`config.mk`:
```
export PLATFORM = sky130hd
export DESIGN_NAME = dotted_line_rasterizer_top
export DESIGN_NICKNAME = d
export VERILOG_FILES = /design/src/hw/rtl/dlr_pkg.sv /design/src/hw/rtl/dlr_setup.sv /design/src/hw/rtl/dlr_step.sv /design/src/hw/rtl/dotted_line_rasterizer_top.sv
export SDC_FILE = /design/constraint.sdc
export NUM_CORES = 1
export LEC_CHECK = 0
export BUFFER_PORTS_ARGS = -buffer_cell sky130_fd_sc_hd__buf_4
export CORE_MARGIN = 1.5
export CORE_UTILIZATION = 50
export DETAILED_ROUTE_END_ITERATION = 7
export GPL_TIMING_DRIVEN = 0
export PLACE_DENSITY = 0.71
export SLEW_MARGIN = 20
export SYNTH_ARGS = -nofsm -noshare
export SYNTH_HDL_FRONTEND = slang
export SYNTH_SLANG_ARGS = --single-unit
```
`constraint.sdc`:
```
create_clock -name clk -period 4.6 [get_ports clk]
set_clock_uncertainty 0.05 [all_clocks]
set_input_delay 0.69 -clock clk [delete_from_list [all_inputs] [get_ports clk]]
set_output_delay 0.69 -clock clk [all_outputs]
set_load 0.02 [all_outputs]
```
`src/hw/rtl/dlr_pkg.sv`:
```
// ----------------------------------------------------------------------------
// dlr_pkg: shared types and constants of the dotted line rasterizer
// Command codes, dash pattern constants and the step direction struct.
// ----------------------------------------------------------------------------
package dlr_pkg;

  // Command codes carried on in_command
  localparam logic CMD_LOAD    = 1'b0;
  localparam logic CMD_ADVANCE = 1'b1;

  // Dash pattern: DASH_ON pixels drawn out of every DASH_PERIOD
  localparam int DASH_PERIOD = 4;
  localparam int DASH_ON     = 2;
  localparam int PHASE_BITS  = $clog2(DASH_PERIOD);

  typedef logic [PHASE_BITS-1:0] dlr_phase_t;

  // Step directions of the walk, set on load
  typedef struct packed {
    logic step_x_negative;
    logic step_y_negative;
  } dlr_dir_t;

endpackage

```
`src/hw/rtl/dlr_setup.sv`:
```
// ----------------------------------------------------------------------------
// dlr_setup: line setup
// Derive absolute deltas, step directions and the initial error term.
// ----------------------------------------------------------------------------
module dlr_setup #(
  parameter int COORD_BITS = 12
) (
  input  logic signed [COORD_BITS-1:0] start_x,
  input  logic signed [COORD_BITS-1:0] start_y,
  input  logic signed [COORD_BITS-1:0] end_x,
  input  logic signed [COORD_BITS-1:0] end_y,
  output logic        [COORD_BITS-1:0] delta_x_abs,
  output logic signed [COORD_BITS:0]   delta_y_neg,
  output dlr_pkg::dlr_dir_t            dir,
  output logic signed [COORD_BITS+1:0] error_term
);

  logic signed [COORD_BITS:0]   x0_w, y0_w, x1_w, y1_w;
  logic signed [COORD_BITS:0]   ddx, ddy, ddx_abs;
  logic signed [COORD_BITS+1:0] dx_ext, dy_ext;

  assign x0_w = {start_x[COORD_BITS-1], start_x};
  assign y0_w = {start_y[COORD_BITS-1], start_y};
  assign x1_w = {end_x[COORD_BITS-1], end_x};
  assign y1_w = {end_y[COORD_BITS-1], end_y};

  assign ddx = x1_w - x0_w;
  assign ddy = y1_w - y0_w;

  // Magnitude of a signed difference of two coordinates fits unsigned
  assign ddx_abs     = ddx[COORD_BITS] ? -ddx : ddx;
  assign delta_x_abs = ddx_abs[COORD_BITS-1:0];
  assign delta_y_neg = ddy[COORD_BITS] ? ddy : -ddy;

  assign dir.step_x_negative = !(start_x < end_x);
  assign dir.step_y_negative = !(start_y < end_y);

  assign dx_ext     = {2'b00, delta_x_abs};
  assign dy_ext     = {delta_y_neg[COORD_BITS], delta_y_neg};
  assign error_term = dx_ext + dy_ext;

endmodule

```
`src/hw/rtl/dlr_step.sv`:
```
// ----------------------------------------------------------------------------
// dlr_step: one Bresenham step
// Compare the doubled error against both deltas and advance x and/or y.
// ----------------------------------------------------------------------------
module dlr_step #(
  parameter int COORD_BITS = 12
) (
  input  logic signed [COORD_BITS-1:0] cur_x,
  input  logic signed [COORD_BITS-1:0] cur_y,
  input  logic        [COORD_BITS-1:0] delta_x_abs,
  input  logic signed [COORD_BITS:0]   delta_y_neg,
  input  dlr_pkg::dlr_dir_t            dir,
  input  logic signed [COORD_BITS+1:0] error_term,
  output logic signed [COORD_BITS-1:0] cur_x_nxt,
  output logic signed [COORD_BITS-1:0] cur_y_nxt,
  output logic signed [COORD_BITS+1:0] error_term_nxt
);

  localparam logic [COORD_BITS-1:0] ONE = {{(COORD_BITS-1){1'b0}}, 1'b1};

  logic signed [COORD_BITS+2:0] e2, dx_ext, dy_ext, err_ext, err_sum;
  logic                         move_x, move_y;

  assign e2      = {error_term, 1'b0};
  assign dx_ext  = {3'b000, delta_x_abs};
  assign dy_ext  = {{2{delta_y_neg[COORD_BITS]}}, delta_y_neg};
  assign err_ext = {error_term[COORD_BITS+1], error_term};

  assign move_x = (e2 >= dy_ext);
  assign move_y = (e2 <= dx_ext);

  assign err_sum = err_ext
                 + (move_x ? dy_ext : '0)
                 + (move_y ? dx_ext : '0);
  assign error_term_nxt = err_sum[COORD_BITS+1:0];

  always_comb begin
    cur_x_nxt = cur_x;
    cur_y_nxt = cur_y;
    if (move_x) begin
      cur_x_nxt = dir.step_x_negative ? cur_x - ONE : cur_x + ONE;
    end
    if (move_y) begin
      cur_y_nxt = dir.step_y_negative ? cur_y - ONE : cur_y + ONE;
    end
  end

endmodule

```
`src/hw/rtl/dotted_line_rasterizer_top.sv`:
```
// ----------------------------------------------------------------------------
// dotted_line_rasterizer_top: dashed all-octant Bresenham line walker
// Path: a command lands in the command register; its pixel is offered on out_valid from the result register.
// Throughput: one command per cycle; in_ready falls only on output stall.
// Reset: synchronous active-low rst_n empties both stages and drops the line.
// ----------------------------------------------------------------------------
module dotted_line_rasterizer_top #(
  parameter int COORD_BITS = 12
) (
  input  logic                         clk,
  input  logic                         rst_n,
  // command channel
  input  logic                         in_valid,
  output logic                         in_ready,
  input  logic                         in_command,
  input  logic signed [COORD_BITS-1:0] in_start_x,
  input  logic signed [COORD_BITS-1:0] in_start_y,
  input  logic signed [COORD_BITS-1:0] in_end_x,
  input  logic signed [COORD_BITS-1:0] in_end_y,
  input  logic        [15:0]           in_line_color,
  // pixel channel
  output logic                         out_valid,
  input  logic                         out_ready,
  output logic signed [COORD_BITS-1:0] out_pixel_x,
  output logic signed [COORD_BITS-1:0] out_pixel_y,
  output logic                         out_pixel_on,
  output logic        [15:0]           out_pixel_color,
  output logic                         out_last_pixel
);

  // --------------------------------------------------------------------------
  // Stage 1: command register. Every transfer in lands here first; the walk
  // logic works on this copy, so the pixel channel never reaches back to the
  // input ports combinationally except through in_ready.
  // --------------------------------------------------------------------------
  logic                         in_valid_r;
  logic                         cmd_r;
  logic signed [COORD_BITS-1:0] start_x_r, start_y_r, end_x_r, end_y_r;
  logic        [15:0]           color_r;

  // Line state
  logic signed [COORD_BITS-1:0] cur_x_r, cur_y_r, target_x_r, target_y_r;
  logic        [COORD_BITS-1:0] delta_x_abs_r;
  logic signed [COORD_BITS:0]   delta_y_neg_r;
  dlr_pkg::dlr_dir_t            dir_r;
  logic signed [COORD_BITS+1:0] error_term_r;
  dlr_pkg::dlr_phase_t          dash_phase_r;
  logic        [15:0]           held_color_r;
  logic                         line_active_r;

  // Stage 2: result register
  logic                         out_valid_r;
  logic signed [COORD_BITS-1:0] pixel_x_r, pixel_y_r;
  logic                         pixel_on_r;
  logic        [15:0]           pixel_color_r;
  logic                         last_pixel_r;

  // Setup and step outputs
  logic        [COORD_BITS-1:0] setup_dx;
  logic signed [COORD_BITS:0]   setup_dy_neg;
  dlr_pkg::dlr_dir_t            setup_dir;
  logic signed [COORD_BITS+1:0] setup_err;
  logic signed [COORD_BITS-1:0] step_x, step_y;
  logic signed [COORD_BITS+1:0] step_err;

  logic is_load, emits, out_free, proceed, at_end;

  dlr_setup #(.COORD_BITS(COORD_BITS)) u_setup (
    .start_x     (start_x_r),
    .start_y     (start_y_r),
    .end_x       (end_x_r),
    .end_y       (end_y_r),
    .delta_x_abs (setup_dx),
    .delta_y_neg (setup_dy_neg),
    .dir         (setup_dir),
    .error_term  (setup_err)
  );

  dlr_step #(.COORD_BITS(COORD_BITS)) u_step (
    .cur_x          (cur_x_r),
    .cur_y          (cur_y_r),
    .delta_x_abs    (delta_x_abs_r),
    .delta_y_neg    (delta_y_neg_r),
    .dir            (dir_r),
    .error_term     (error_term_r),
    .cur_x_nxt      (step_x),
    .cur_y_nxt      (step_y),
    .error_term_nxt (step_err)
  );

  // --------------------------------------------------------------------------
  // Control. A load, or an advance with no line loaded, produces nothing and
  // always retires. An advance on an active line needs a free result slot:
  // the slot is free when empty or when its pixel transfers out this cycle.
  // --------------------------------------------------------------------------
  assign is_load  = (cmd_r == dlr_pkg::CMD_LOAD);
  assign emits    = in_valid_r && !is_load && line_active_r;
  assign out_free = !out_valid_r || out_ready;
  assign proceed  = in_valid_r && (!emits || out_free);
  assign in_ready = !in_valid_r || proceed;
  assign at_end   = (cur_x_r == target_x_r) && (cur_y_r == target_y_r);

  // Command register: refill when empty or whenever the held command retires
  always_ff @(posedge clk) begin
    if (!rst_n) begin
      in_valid_r <= 1'b0;
    end else if (in_ready) begin
      in_valid_r <= in_valid;
    end
  end

  always_ff @(posedge clk) begin
    if (in_valid && in_ready) begin
      cmd_r     <= in_command;
      start_x_r <= in_start_x;
      start_y_r <= in_start_y;
      end_x_r   <= in_end_x;
      end_y_r   <= in_end_y;
      color_r   <= in_line_color;
    end
  end

  // Line activity flag: set by load, drop after the endpoint is emitted
  always_ff @(posedge clk) begin
    if (!rst_n) begin
      line_active_r <= 1'b0;
    end else if (proceed) begin
      if (is_load) begin
        line_active_r <= 1'b1;
      end else if (emits && at_end) begin
        line_active_r <= 1'b0;
      end
    end
  end

  // Walk state: latch setup on load, advance one step per emitted pixel short of the endpoint
  always_ff @(posedge clk) begin
    if (proceed && is_load) begin
      cur_x_r       <= start_x_r;
      cur_y_r       <= start_y_r;
      target_x_r    <= end_x_r;
      target_y_r    <= end_y_r;
      delta_x_abs_r <= setup_dx;
      delta_y_neg_r <= setup_dy_neg;
      dir_r         <= setup_dir;
      error_term_r  <= setup_err;
      dash_phase_r  <= '0;
      held_color_r  <= color_r;
    end else if (proceed && emits && !at_end) begin
      cur_x_r       <= step_x;
      cur_y_r       <= step_y;
      error_term_r  <= step_err;
      // Phase counter wraps at the dash period
      dash_phase_r  <= dash_phase_r + dlr_pkg::dlr_phase_t'(1);
    end
  end

  // Result register: hold until the pixel transfers out
  always_ff @(posedge clk) begin
    if (!rst_n) begin
      out_valid_r <= 1'b0;
    end else if (proceed && emits) begin
      out_valid_r <= 1'b1;
    end else if (out_ready) begin
      out_valid_r <= 1'b0;
    end
  end

  always_ff @(posedge clk) begin
    if (proceed && emits) begin
      pixel_x_r     <= cur_x_r;
      pixel_y_r     <= cur_y_r;
      pixel_on_r    <= (dash_phase_r < dlr_pkg::PHASE_BITS'(dlr_pkg::DASH_ON));
      pixel_color_r <= held_color_r;
      last_pixel_r  <= at_end;
    end
  end

  assign out_valid       = out_valid_r;
  assign out_pixel_x     = pixel_x_r;
  assign out_pixel_y     = pixel_y_r;
  assign out_pixel_on    = pixel_on_r;
  assign out_pixel_color = pixel_color_r;
  assign out_last_pixel  = last_pixel_r;

`ifndef ASSERT_OFF
  // A retired load leaves an active line at the start of its dash pattern
  assert property (@(posedge clk) disable iff (!rst_n)
    (proceed && is_load) |=> (line_active_r && dash_phase_r == '0))
    else $error("load did not start a fresh line");

  // Emitting the endpoint ends the line
  assert property (@(posedge clk) disable iff (!rst_n)
    (proceed && emits && at_end) |=> !line_active_r)
    else $error("line still active after its endpoint");

  // The command stage stalls only behind a full, blocked result register
  assert property (@(posedge clk) disable iff (!rst_n)
    !in_ready |-> (in_valid_r && out_valid_r && !out_ready))
    else $error("input stalled without output backpressure");

  // A pixel enters the result register only from an active line
  assert property (@(posedge clk) disable iff (!rst_n)
    (out_valid_r && !$past(out_valid_r)) |-> $past(line_active_r))
    else $error("pixel produced with no line loaded");
`endif

endmodule

```
==> flow_summary.json, run 1 <==
{
  "outcome": "complete, but fails checks",
  "violations": "negative setup slack",
  "min_period_ns": 5.032,
  "port_buffers": 112,
  "path_buf_inv": 2,
  "timing.final.hold_violations": 0,
  "die_area_um2": 25030,
  "combPwrFrac": 0.444,
  "antennaDiodeCount": 0,
  "holdCritPathClass": "input pin to flip-flop",
  "grt_max_degree": 45,
  "worstMarginPinSlew_ns": 0.8977,
  "dp_hpwl_mm": 20.81,
  "rsz0062_at_grt": "true",
  "ys_seq_area_frac": 0.5369,
  "place_congestion": 0.9249,
  "grt_pass1_vias": 8070,
  "peakVddDrop_mv": 0.3121,
  "numCtsBuffers": 23,
  "drt_wl_total_mm": 27.64,
  "dr.pass1.iters": 6,
  "setup_viol": 8,
  "root_buffer": "clkbuf_16",
  "grt_usage": 0.2213,
  "cpPeakStageDelay_ns": 0.49,
  "yosysWarnings": 0,
  "clkTransAtPathRegs_ns": 0.07,
  "layout_common_cells": "edfxtp_1 (212), buf_4 (137), inv_1 (113), ha_1 (95), nor2_1 (76)",
  "switchingPower_w": 0.002723,
  "synth_cell_types": 67,
  "max_freq_mhz": 198.7,
  "syn-num-nets": 1221,
  "fin_nets": 1387,
  "final_common_cell": "edfxtp_1",
  "synth_edf_count": 212,
  "cp_common_cell": "o21a_1",
  "min_period_over_period": 1.094,
  "clock_sinks": 217,
  "ant_nets": 0,
  "drt_iter0_markers": 645,
  "maxSlewViolCount": 0,
  "cts_hold_buffers": 0,
  "synth.top_cell.area_share": 0.5286,
  "slew_headroom": 0.4016,
  "syn_area_um2": 12040,
  "p_sw_frac": 0.3465,
  "drc_errors": 0,
  "via_per_inst": 5.446,
  "cts_tree": "built",
  "r2r_cells": 26,
  "chipHeight_um": 158.2,
  "crit_fanout": 3,
  "clock_latency_ns": 0.51,
  "synth.area.top_cells": "edfxtp_1 (53%), ha_1 (10%), xnor2_1 (4.6%)",
  "worstSetupEndpoint": "error_term_r[11]",
  "area_growth_pct": 20.40,
  "via_count": 8354,
  "start_util": 0.5116,
  "synth_top_cell_by_area": "edfxtp_1",
  "core.rowCount": 56,
  "core_um2": 23540,
  "path_depth": 26,
  "critPathLaunch": "error_term_r[0]",
  "avgSynthCellArea_um2": 11.63,
  "overflow": 0,
  "cp-start-kind": "flip-flop",
  "die_w_um": 158.2,
  "cap_violations": 0,
  "cp_top_family": "compound AO/OA/AOI/OAI gates",
  "p_leak_nw": 5.974,
  "critPathArrivalTime_ns": 5.22,
  "io-pin-count": 113,
  "grt_pass1_wl_mm": 42.15,
  "cts_buffer_depth": 3,
  "pwr-share-seq": 0.329,
  "ys_async_sr_fraction": 0,
  "power_density_nw_per_um2": 541.9,
  "synthFlopType": "edfxtp_1",
  "worstSetupPathType": "flip-flop to flip-flop",
  "power.internal_w": 0.005135,
  "antenna_found_initial": 0,
  "required_ns": 4.78,
  "wl_per_cell_um": 18.02,
  "r2r_start": "error_term_r[0]",
  "finalSetupTns_ns": -2.439,
  "htree_num_levels": 1,
  "dp_slack_ns": -0.9742,
  "ys_ff_latch": 217,
  "synthCells": 1036,
  "clkPwrFrac": 0.227,
  "slowest_stage": "fa_1",
  "cp-end-kind": "flip-flop",
  "drive_above_1_share": 0.1868,
  "rrSetupSlack_ns": -0.43,
  "finalWorstSetupSlack_ns": -0.4322,
  "worstReg2RegEnd": "error_term_r[11]"
}
cells in the mapped netlist (6+ instances only):
library cell and instances:
o21a_1 17, edfxtp_1 212, o31ai_1 12, nand2_1 73, fa_1 18, or3_1 6
nor2_1 76, nand4_1 9, nand3_1 16, o21ai_1 26, nor4_1 7, xor2_1 28
a21boi_1 8, clkbuf_1 13, a21o_1 11, o21ai_0 12, xnor2_1 63, and3_1 13
nand2b_1 11, nor3_1 20, ha_1 98, a21oi_1 67, nor2b_1 17, inv_1 116
power groups by stage:
stage	combinational (W)	sequential, W	clock (W)
2_1_floorplan	0.00238	0.00258	0
3_3_place_gp	0.00291	0.00263	0
3_5_place_dp	0.00303	0.00263	0
4_1_cts	0.00338	0.00258	0.00180
5_1_grt	0.00389	0.00260	0.00188
6_report	0.00349	0.00259	0.00178
worst register-to-register path: stages (launching register included):
cell and delay [ns]:
edfxtp_1 0.40, ha_1 0.30, nor2b_4 0.13, o21a_1 0.16, o21a_1 0.17, o21a_1 0.17
o21a_1 0.16, o21ai_1 0.13, a21oi_1 0.08, o21ai_1 0.20, a311o_2 0.30, buf_8 0.13
nand2_4 0.04, fa_1 0.49, inv_2 0.05, ha_4 0.15, fa_2 0.36, a21o_1 0.20
a21oi_2 0.15, nor2b_1 0.08, o21ai_2 0.17, a21oi_2 0.10, a41oi_2 0.20, nor2b_4 0.18
xnor2_1 0.07, nand2_1 0.07, o21ai_1 0.07
worst min-delay path by stage:
stage | from | to | slack, ns | depth (start not counted)
global placement | held_color_r[2] | out_pixel_color[2] | 0.35 | 0
floorplan | color_r[0] | held_color_r[0] | 0.35 | 0
global route | in_end_x[9] | end_x_r[9] | 0.29 | 1
CTS | in_end_y[5] | end_y_r[5] | 0.29 | 1
finish | in_start_x[1] | start_x_r[1] | 0.30 | 1
detailed placement | color_r[0] | held_color_r[0] | 0.35 | 0
layer usage:
metal  track usage  vias up  routed length, µm
met2        0.3743      244              13240
met5             0        -                  0
li1              -     4063                  -
met1        0.2847     3979              11920
met3       0.02984       68               1278
met4       0.09613        0               1201
per-stage QoR:
stage	power [W]	hold WS [ns]	instances	area, µm²	utilization
after global routing	0.008372	0.2911	1534	14500	0.6160
after detailed placement	0.005660	0.3545	1472	13470	0.5722
after CTS	0.007767	0.2933	1530	14450	0.6137
final	0.007859	0.3005	1534	14500	0.6160
after global placement	0.005540	0.3502	1467	13330	0.5661
after floorplan	0.004964	0.3503	1036	12090	-
kinds of logic after synthesis:
logic type      count (synthesis)  share of synthesized area
mux                             4                   0.003532
xor+xnor                       92                    0.06805
fa+ha+maj                     116                     0.1317
compound gates                206                     0.1108
simple gates                  268                     0.1073
flops                         217                     0.5369
buf+inv                       133                    0.04166
cell type report:
cell class / instances / area, µm²
Buffer: 13 / 65.06
Clock buffer: 26 / 596.8
Clock inverter: 12 / 111.4
Fill cell: 1866 / 9041
Inverter: 119 / 449.2
Multi-Input combinational cell: 686 / 5263
Sequential cell: 217 / 6466
Tap cell: 319 / 399.1
Timing Repair Buffer: 142 / 1151
flip-flops by register name (all words and copies together), names as in the netlist, 13 cells and up:
name / cells
color_r: 16
delta_y_neg_r: 13
error_term_r: 14
held_color_r: 16
out_pixel_color: 16
repair_timing:
item / CTS / global route
resized for setup: 26 / 5
cloned: 0 / 0
endpoints found under the setup margin: 9 / 9
buffers inserted: 21 / 4
pin swaps: 16 / 11
Power figures use the tool's default switching activity.
==> run 2: changes to the inputs <==
--- a/config.mk
+++ b/config.mk
@@ -6,11 +6,13 @@
 export NUM_CORES = 1
 export LEC_CHECK = 0
 export BUFFER_PORTS_ARGS = -buffer_cell sky130_fd_sc_hd__buf_4
+export CELL_PAD_IN_SITES_DETAIL_PLACEMENT = 1
+export CELL_PAD_IN_SITES_GLOBAL_PLACEMENT = 2
 export CORE_MARGIN = 1.5
-export CORE_UTILIZATION = 50
+export CORE_UTILIZATION = 37
 export DETAILED_ROUTE_END_ITERATION = 7
 export GPL_TIMING_DRIVEN = 0
-export PLACE_DENSITY = 0.71
+export PLACE_DENSITY = 0.76
 export SLEW_MARGIN = 20
 export SYNTH_ARGS = -nofsm -noshare
 export SYNTH_HDL_FRONTEND = slang
==> run 2 against run 1 <==
Against the previous run: the flow still finishes with violations (negative setup slack); critical path depth is the same; power grew 6.2%; worst setup slack improved by 0.083 ns; core utilization fell by 15 points; hold slack worse by 0.0072 ns; register-to-register slack better by 0.08 ns; largest cell class unchanged; first-iteration DRC count fell by 46%; global-route usage fell by 2.9 points; flip-flop and latch count stayed put.
==> flow_summary.json, run 2 (synthesized netlist as in run 1, its figures left out) <==
{
  "antennaDiodeCount": 0,
  "core_um2": 31800,
  "cp_top_family": "compound AO/OA/AOI/OAI gates",
  "place_area_um2": 13610,
  "slew_headroom": 0.3884,
  "violations": "negative setup slack",
  "clkTransAtPathRegs_ns": 0.06,
  "cts_buffer_depth": 3,
  "post-route-util": 0.4665,
  "hold_ws_ns": 0.2933,
  "rsz0062_at_grt": "true",
  "cpPeakStageDelay_ns": 0.50,
  "cp-end-kind": "flip-flop",
  "critPathArrivalTime_ns": 5.13,
  "io-pin-count": 113,
  "port_buffers": 112,
  "p_leak_nw": 6.043,
  "power_density_nw_per_um2": 562.6,
  "maxSlewViolCount": 0,
  "drt_wl_total_mm": 31.93,
  "slowest_stage": "fa_1",
  "cp-start-kind": "flip-flop",
  "grt_pass1_wl_mm": 49.46,
  "drive_above_1_share": 0.1942,
  "peakVddDrop_mv": 0.2710,
  "via_per_inst": 5.070,
  "max_freq_mhz": 202.1,
  "min_period_over_period": 1.076,
  "worstSetupPathType": "flip-flop to flip-flop",
  "finalWorstSetupSlack_ns": -0.3493,
  "holdCritPathClass": "input pin to flip-flop",
  "final_area_um2": 14840,
  "place_congestion": 0.8374,
  "wl_per_cell_um": 19.35,
  "power.total_w": 0.008347,
  "fin_nets": 1382,
  "drt_iter0_markers": 349,
  "cap_violations": 0,
  "htree_num_levels": 1,
  "min_period_ns": 4.949,
  "path_buf_inv": 3,
  "root_buffer": "clkbuf_16",
  "worstMarginPinSlew_ns": 0.9174,
  "core.rowCount": 65,
  "die_area_um2": 33640,
  "required_ns": 4.78,
  "cts_tree": "built",
  "grt_pass1_vias": 8809,
  "clock_latency_ns": 0.52,
  "grt_max_degree": 43,
  "via_count": 8366,
  "outcome": "complete, but fails checks",
  "setup_viol": 8,
  "clock_sinks": 217,
  "timing.final.hold_violations": 0,
  "dr.pass1.iters": 4,
  "crit_fanout": 3,
  "ant_nets": 0,
  "layout_common_cells": "edfxtp_1 (212), buf_4 (129), inv_1 (114), ha_1 (95), nor2_1 (75)",
  "die_w_um": 183.4,
  "start_util": 0.3788,
  "final_common_cell": "edfxtp_1",
  "dp_hpwl_mm": 24.13,
  "grt_usage": 0.1919,
  "overflow": 0,
  "drc_errors": 0,
  "chipHeight_um": 183.4,
  "antenna_found_initial": 0,
  "numCtsBuffers": 24,
  "area_growth_pct": 23.18,
  "finalSetupTns_ns": -1.797
}
==> run 2: per-stage QoR <==
stage | instances | setup WS [ns]
3_5_place_dp | 1589 | -0.9968
2_1_floorplan | 1036 | -0.07732
6_report | 1650 | -0.3493
5_1_grt | 1650 | -0.6232
3_3_place_gp | 1583 | -2.303
4_1_cts | 1646 | -0.5184
==> run 2: path summary, 6_finish.rpt <==
check	from	endpoint	slack [ns]	cells past startpoint
max	delta_x_abs_r[1]	error_term_r[13]	-0.35	26
min	in_start_y[5]	start_y_r[5]	0.29	1
max reg2reg	delta_x_abs_r[1]	error_term_r[13]	-0.35	26
min reg2reg	held_color_r[15]	out_pixel_color[15]	0.37	0
==> run 2: layer usage <==
layer / global-route usage / up-vias / wire (µm)
met3: 0.02338 / 32 / 966
met1: 0.2647 / 4124 / 14940
li1: - / 4054 / -
met2: 0.3288 / 156 / 15600
met4: 0.03213 / 0 / 420
met5: 0 / - / 0
==> run 2: what timing repair did <==
action	CTS	global route
hold buffers	0	0
pin swaps	17	18
resized for setup	38	18
setup endpoints to repair	9	9
setup buffers	14	5
==> run 2: final cells by class <==
cell class	instances	area (µm²)
Tap cell	435	544.3
Buffer	13	67.56
Clock inverter	10	125.1
Clock buffer	34	689.4
Multi-Input combinational cell	686	5395
Sequential cell	217	6466
Inverter	119	449.2
Timing Repair Buffer	136	1099
Fill cell	3373	16960
==> run 2: worst reg2reg max path, cell delays in order (launching register included) <==
cell,delay [ns]
edfxtp_1,0.38
inv_1,0.08
ha_1,0.23
nor2b_4,0.13
o21a_1,0.17
o21a_1,0.17
o21a_1,0.18
o21a_1,0.18
o21ai_2,0.13
a21oi_2,0.08
o21ai_2,0.14
a311o_2,0.26
buf_8,0.13
nand2_4,0.04
fa_1,0.50
inv_2,0.05
ha_4,0.16
fa_2,0.34
a21o_1,0.18
a21oi_2,0.14
nor2b_1,0.07
o21ai_2,0.17
a21oi_2,0.10
a41oi_2,0.20
a21oi_2,0.09
xnor3_1,0.24
o22ai_1,0.08
==> run 2: power by group <==
group / switching [W] / internal, W / total, W
Clock: 0.000767 / 0.00121 / 0.00198
Combinational: 0.00205 / 0.00174 / 0.00378
Sequential: 0.000119 / 0.00247 / 0.00259
==> run 3: changes to the inputs <==
--- a/config.mk
+++ b/config.mk
@@ -5,11 +5,12 @@
 export SDC_FILE = /design/constraint.sdc
 export NUM_CORES = 1
 export LEC_CHECK = 0
+export ABC_AREA = 1
 export BUFFER_PORTS_ARGS = -buffer_cell sky130_fd_sc_hd__buf_4
 export CELL_PAD_IN_SITES_DETAIL_PLACEMENT = 1
 export CELL_PAD_IN_SITES_GLOBAL_PLACEMENT = 2
 export CORE_MARGIN = 1.5
-export CORE_UTILIZATION = 37
+export CORE_UTILIZATION = 35
 export DETAILED_ROUTE_END_ITERATION = 7
 export GPL_TIMING_DRIVEN = 0
 export PLACE_DENSITY = 0.76
==> run 3 against run 2 <==
Against the previous run: the flow now finishes without violations; core utilization down 2.8 points; wire length up 12%; cell count up 18%; critical path depth down 2; first-iteration DRC count up 20%; global-route usage up 0.55 points; sequential power down 7%; cell area up 5.0%.
==> flow_summary.json, run 3 <==
{
  "outcome": "completed",
  "cap_violations": 0,
  "cp-end-kind": "flip-flop",
  "drt_wl_total_mm": 35.77,
  "setup_viol": 0,
  "synth_top_family_by_area": "simple AND/OR/NAND/NOR gates",
  "synth_cell_types": 46,
  "place_congestion": 0.8447,
  "synthMuxAreaShare": 0,
  "slowest_stage": "fa_1",
  "io-pin-count": 113,
  "cp_common_cell": "nand2_1",
  "cp-start-kind": "flip-flop",
  "grt_pass1_vias": 10178,
  "ys_ff_latch": 217,
  "grt_max_degree": 46,
  "drc_errors": 0,
  "final_common_cell": "nand2_1",
  "synth_common_cells": "nand2_1 (266), inv_1 (227), edfxtp_1 (212)",
  "numCtsBuffers": 25,
  "port_buffers": 112,
  "die_w_um": 192.8,
  "dr.pass1.iters": 5,
  "drt_iter0_markers": 419,
  "multi_input_comb_area_um2": 5610,
  "synth_edf_count": 212,
  "regArea_um2": 6466,
  "min_period_ns": 4.493,
  "core.rowCount": 69,
  "synth-simple-area-share": 0.1703,
  "ys_async_sr_fraction": 0,
  "synth.area.top_cells": "edfxtp_1 (50%), ha_1 (9.7%), nand2_1 (7.9%)",
  "final_area_um2": 15580,
  "rsz0062_at_grt": "true",
  "antenna_found_initial": 0,
  "drive_above_1_share": 0.1964,
  "clock_sinks": 217,
  "cp_cell_sequence": "ha_4, buf_4, a211oi_4, o211ai_1, nand3_1, nand2_2, xor2_4, clkbuf_16, buf_6, nand2_4, fa_1, inv_2, buf_4, ha_1, nand2_1, nor2_2, nand3_1, o2111ai_2, nand2_1, nand2_1, a21oi_2, or2_4, nand3_2, nand2_2",
  "cts_tree": "built",
  "cts_hold_buffers": 0,
  "dpl.cell_count": 1878,
  "synth.most_common_cell": "nand2_1",
  "area_growth_pct": 23.49,
  "critPathArrivalTime_ns": 4.74,
  "fillCellCount": 3994,
  "min_period_over_period": 0.9768,
  "place_area_um2": 14200,
  "syn_area_um2": 12610,
  "core_um2": 35480,
  "htree_num_levels": 1,
  "dp_slack_ns": -1.309,
  "grt_pass1_wl_mm": 55.68,
  "stdcell_count": 1949,
  "required_ns": 4.84,
  "avgSynthCellArea_um2": 9.718,
  "max_freq_mhz": 222.6,
  "maxSlewViolCount": 0,
  "cpPeakStageDelay_ns": 0.48,
  "crit_fanout": 7,
  "worstSetupPathType": "flip-flop to flip-flop",
  "via_count": 9483,
  "root_buffer": "clkbuf_16",
  "via_per_inst": 4.866,
  "synth.top_cell.area_share": 0.5047,
  "synthXorXnorAreaFrac": 0.03958,
  "yosysWarnings": 0,
  "chipHeight_um": 192.8,
  "finalSetupTns_ns": 0,
  "clock_latency_ns": 0.55,
  "timing.final.hold_violations": 0,
  "fin_nets": 1655,
  "post-route-util": 0.4390,
  "ant_nets": 0,
  "overflow": 0,
  "synthAdderAreaFrac": 0.1258,
  "synthCells": 1298,
  "grt_usage": 0.1975,
  "power_density_nw_per_um2": 423.2,
  "slew_headroom": 0.2975,
  "wl_per_cell_um": 18.35,
  "cts_buffer_depth": 3,
  "finalWorstSetupSlack_ns": 0.1067,
  "layout_common_cells": "nand2_1 (254), inv_1 (218), edfxtp_1 (212), buf_4 (136), ha_1 (86)",
  "syn-num-nets": 1483,
  "die_area_um2": 37190,
  "worstMarginPinSlew_ns": 1.054,
  "holdCritPathClass": "input pin to flip-flop",
  "synth_top_cell_by_area": "edfxtp_1",
  "ys_seq_area_frac": 0.5126,
  "synth_compound_area_frac": 0.07985,
  "peakVddDrop_mv": 0.2619,
  "dp_hpwl_mm": 27.66,
  "start_util": 0.3555,
  "synthFlopType": "edfxtp_1",
  "clkTransAtPathRegs_ns": 0.06,
  "p_leak_nw": 6.796
}
==> run 3: cell count changes after synthesis, moves of 12 or more <==
cell	delta
o21ai_0	+54
o21a_1	-17
nand4_1	+12
nand3_1	+48
nand2_1	+193
nor2b_1	-17
o21ai_1	-25
and3_1	-12
xnor2_1	-37
inv_1	+111
==> run 3: logic make-up after synthesis <==
group	count (synthesis)
DFF	217
xor gates and xnor gates	57
adders and majority gates	116
AOI/OAI and AO/OA	178
and+or+nand+nor	489
buffers and inverters	241
==> run 3: timing repair <==
item                       4_1_cts  5_1_grt
hold endpoints to repair         0        0
resized for setup               63       26
setup endpoints to repair       12        8
pin swaps                       37       36
buffers inserted                17        9
==> run 3: layout make-up <==
type	count	share of cell area
sequential	217	0.4151
antenna	1	0.0001607
clock buffer	30	0.04137
inverter	231	0.05607
tap	461	0.03703
multi-input combinational	840	0.3602
timing repair buffer	145	0.07655
buffer	10	0.004739
clock inverter	14	0.008756
==> run 3: where the power goes <==
group	internal, W	switching (W)
Clock	0.00111	0.000804
Combinational	0.000911	0.00136
Sequential	0.00234	0.0000709
Total	0.00436	0.00223
==> run 3: worst paths after layout <==
kind | start | endpoint | slack [ns] | cells past startpoint
min | in_end_x[6] | end_x_r[6] | 0.27 | 1
max reg2reg | error_term_r[1] | error_term_r[12] | 0.11 | 24
max | error_term_r[1] | error_term_r[12] | 0.11 | 24
min reg2reg | color_r[9] | held_color_r[9] | 0.37 | 0
==> run 3: critical path: cells and delay by family, from the launching register on <==
kind	cells	cell delay, ns
XOR/XNOR	1	0.26
buffers and inverters	5	0.62
AND/OR/NAND/NOR	11	1.08
flip-flops	1	0.45
adder cells (fa/ha/maj)	3	1.06
AO/OA/AOI/OAI	4	0.70
==> run 3: metrics by stage <==
stage / hold slack [ns] / total power (W)
floorplan: 0.3503 / 0.003761
global placement: 0.3505 / 0.004284
detailed placement: 0.3552 / 0.004347
CTS: 0.2478 / 0.006554
global route: 0.2496 / 0.007004
finish: 0.2706 / 0.006592
==> run 3: routing by layer <==
metal | track usage | share of wire | vias up
li1 | - | - | 4714
met1 | 0.2598 | 0.46 | 4596
met4 | 0.04323 | 0.021 | 0
met3 | 0.02691 | 0.035 | 40
met2 | 0.3439 | 0.49 | 133
met5 | 0 | 0 | -
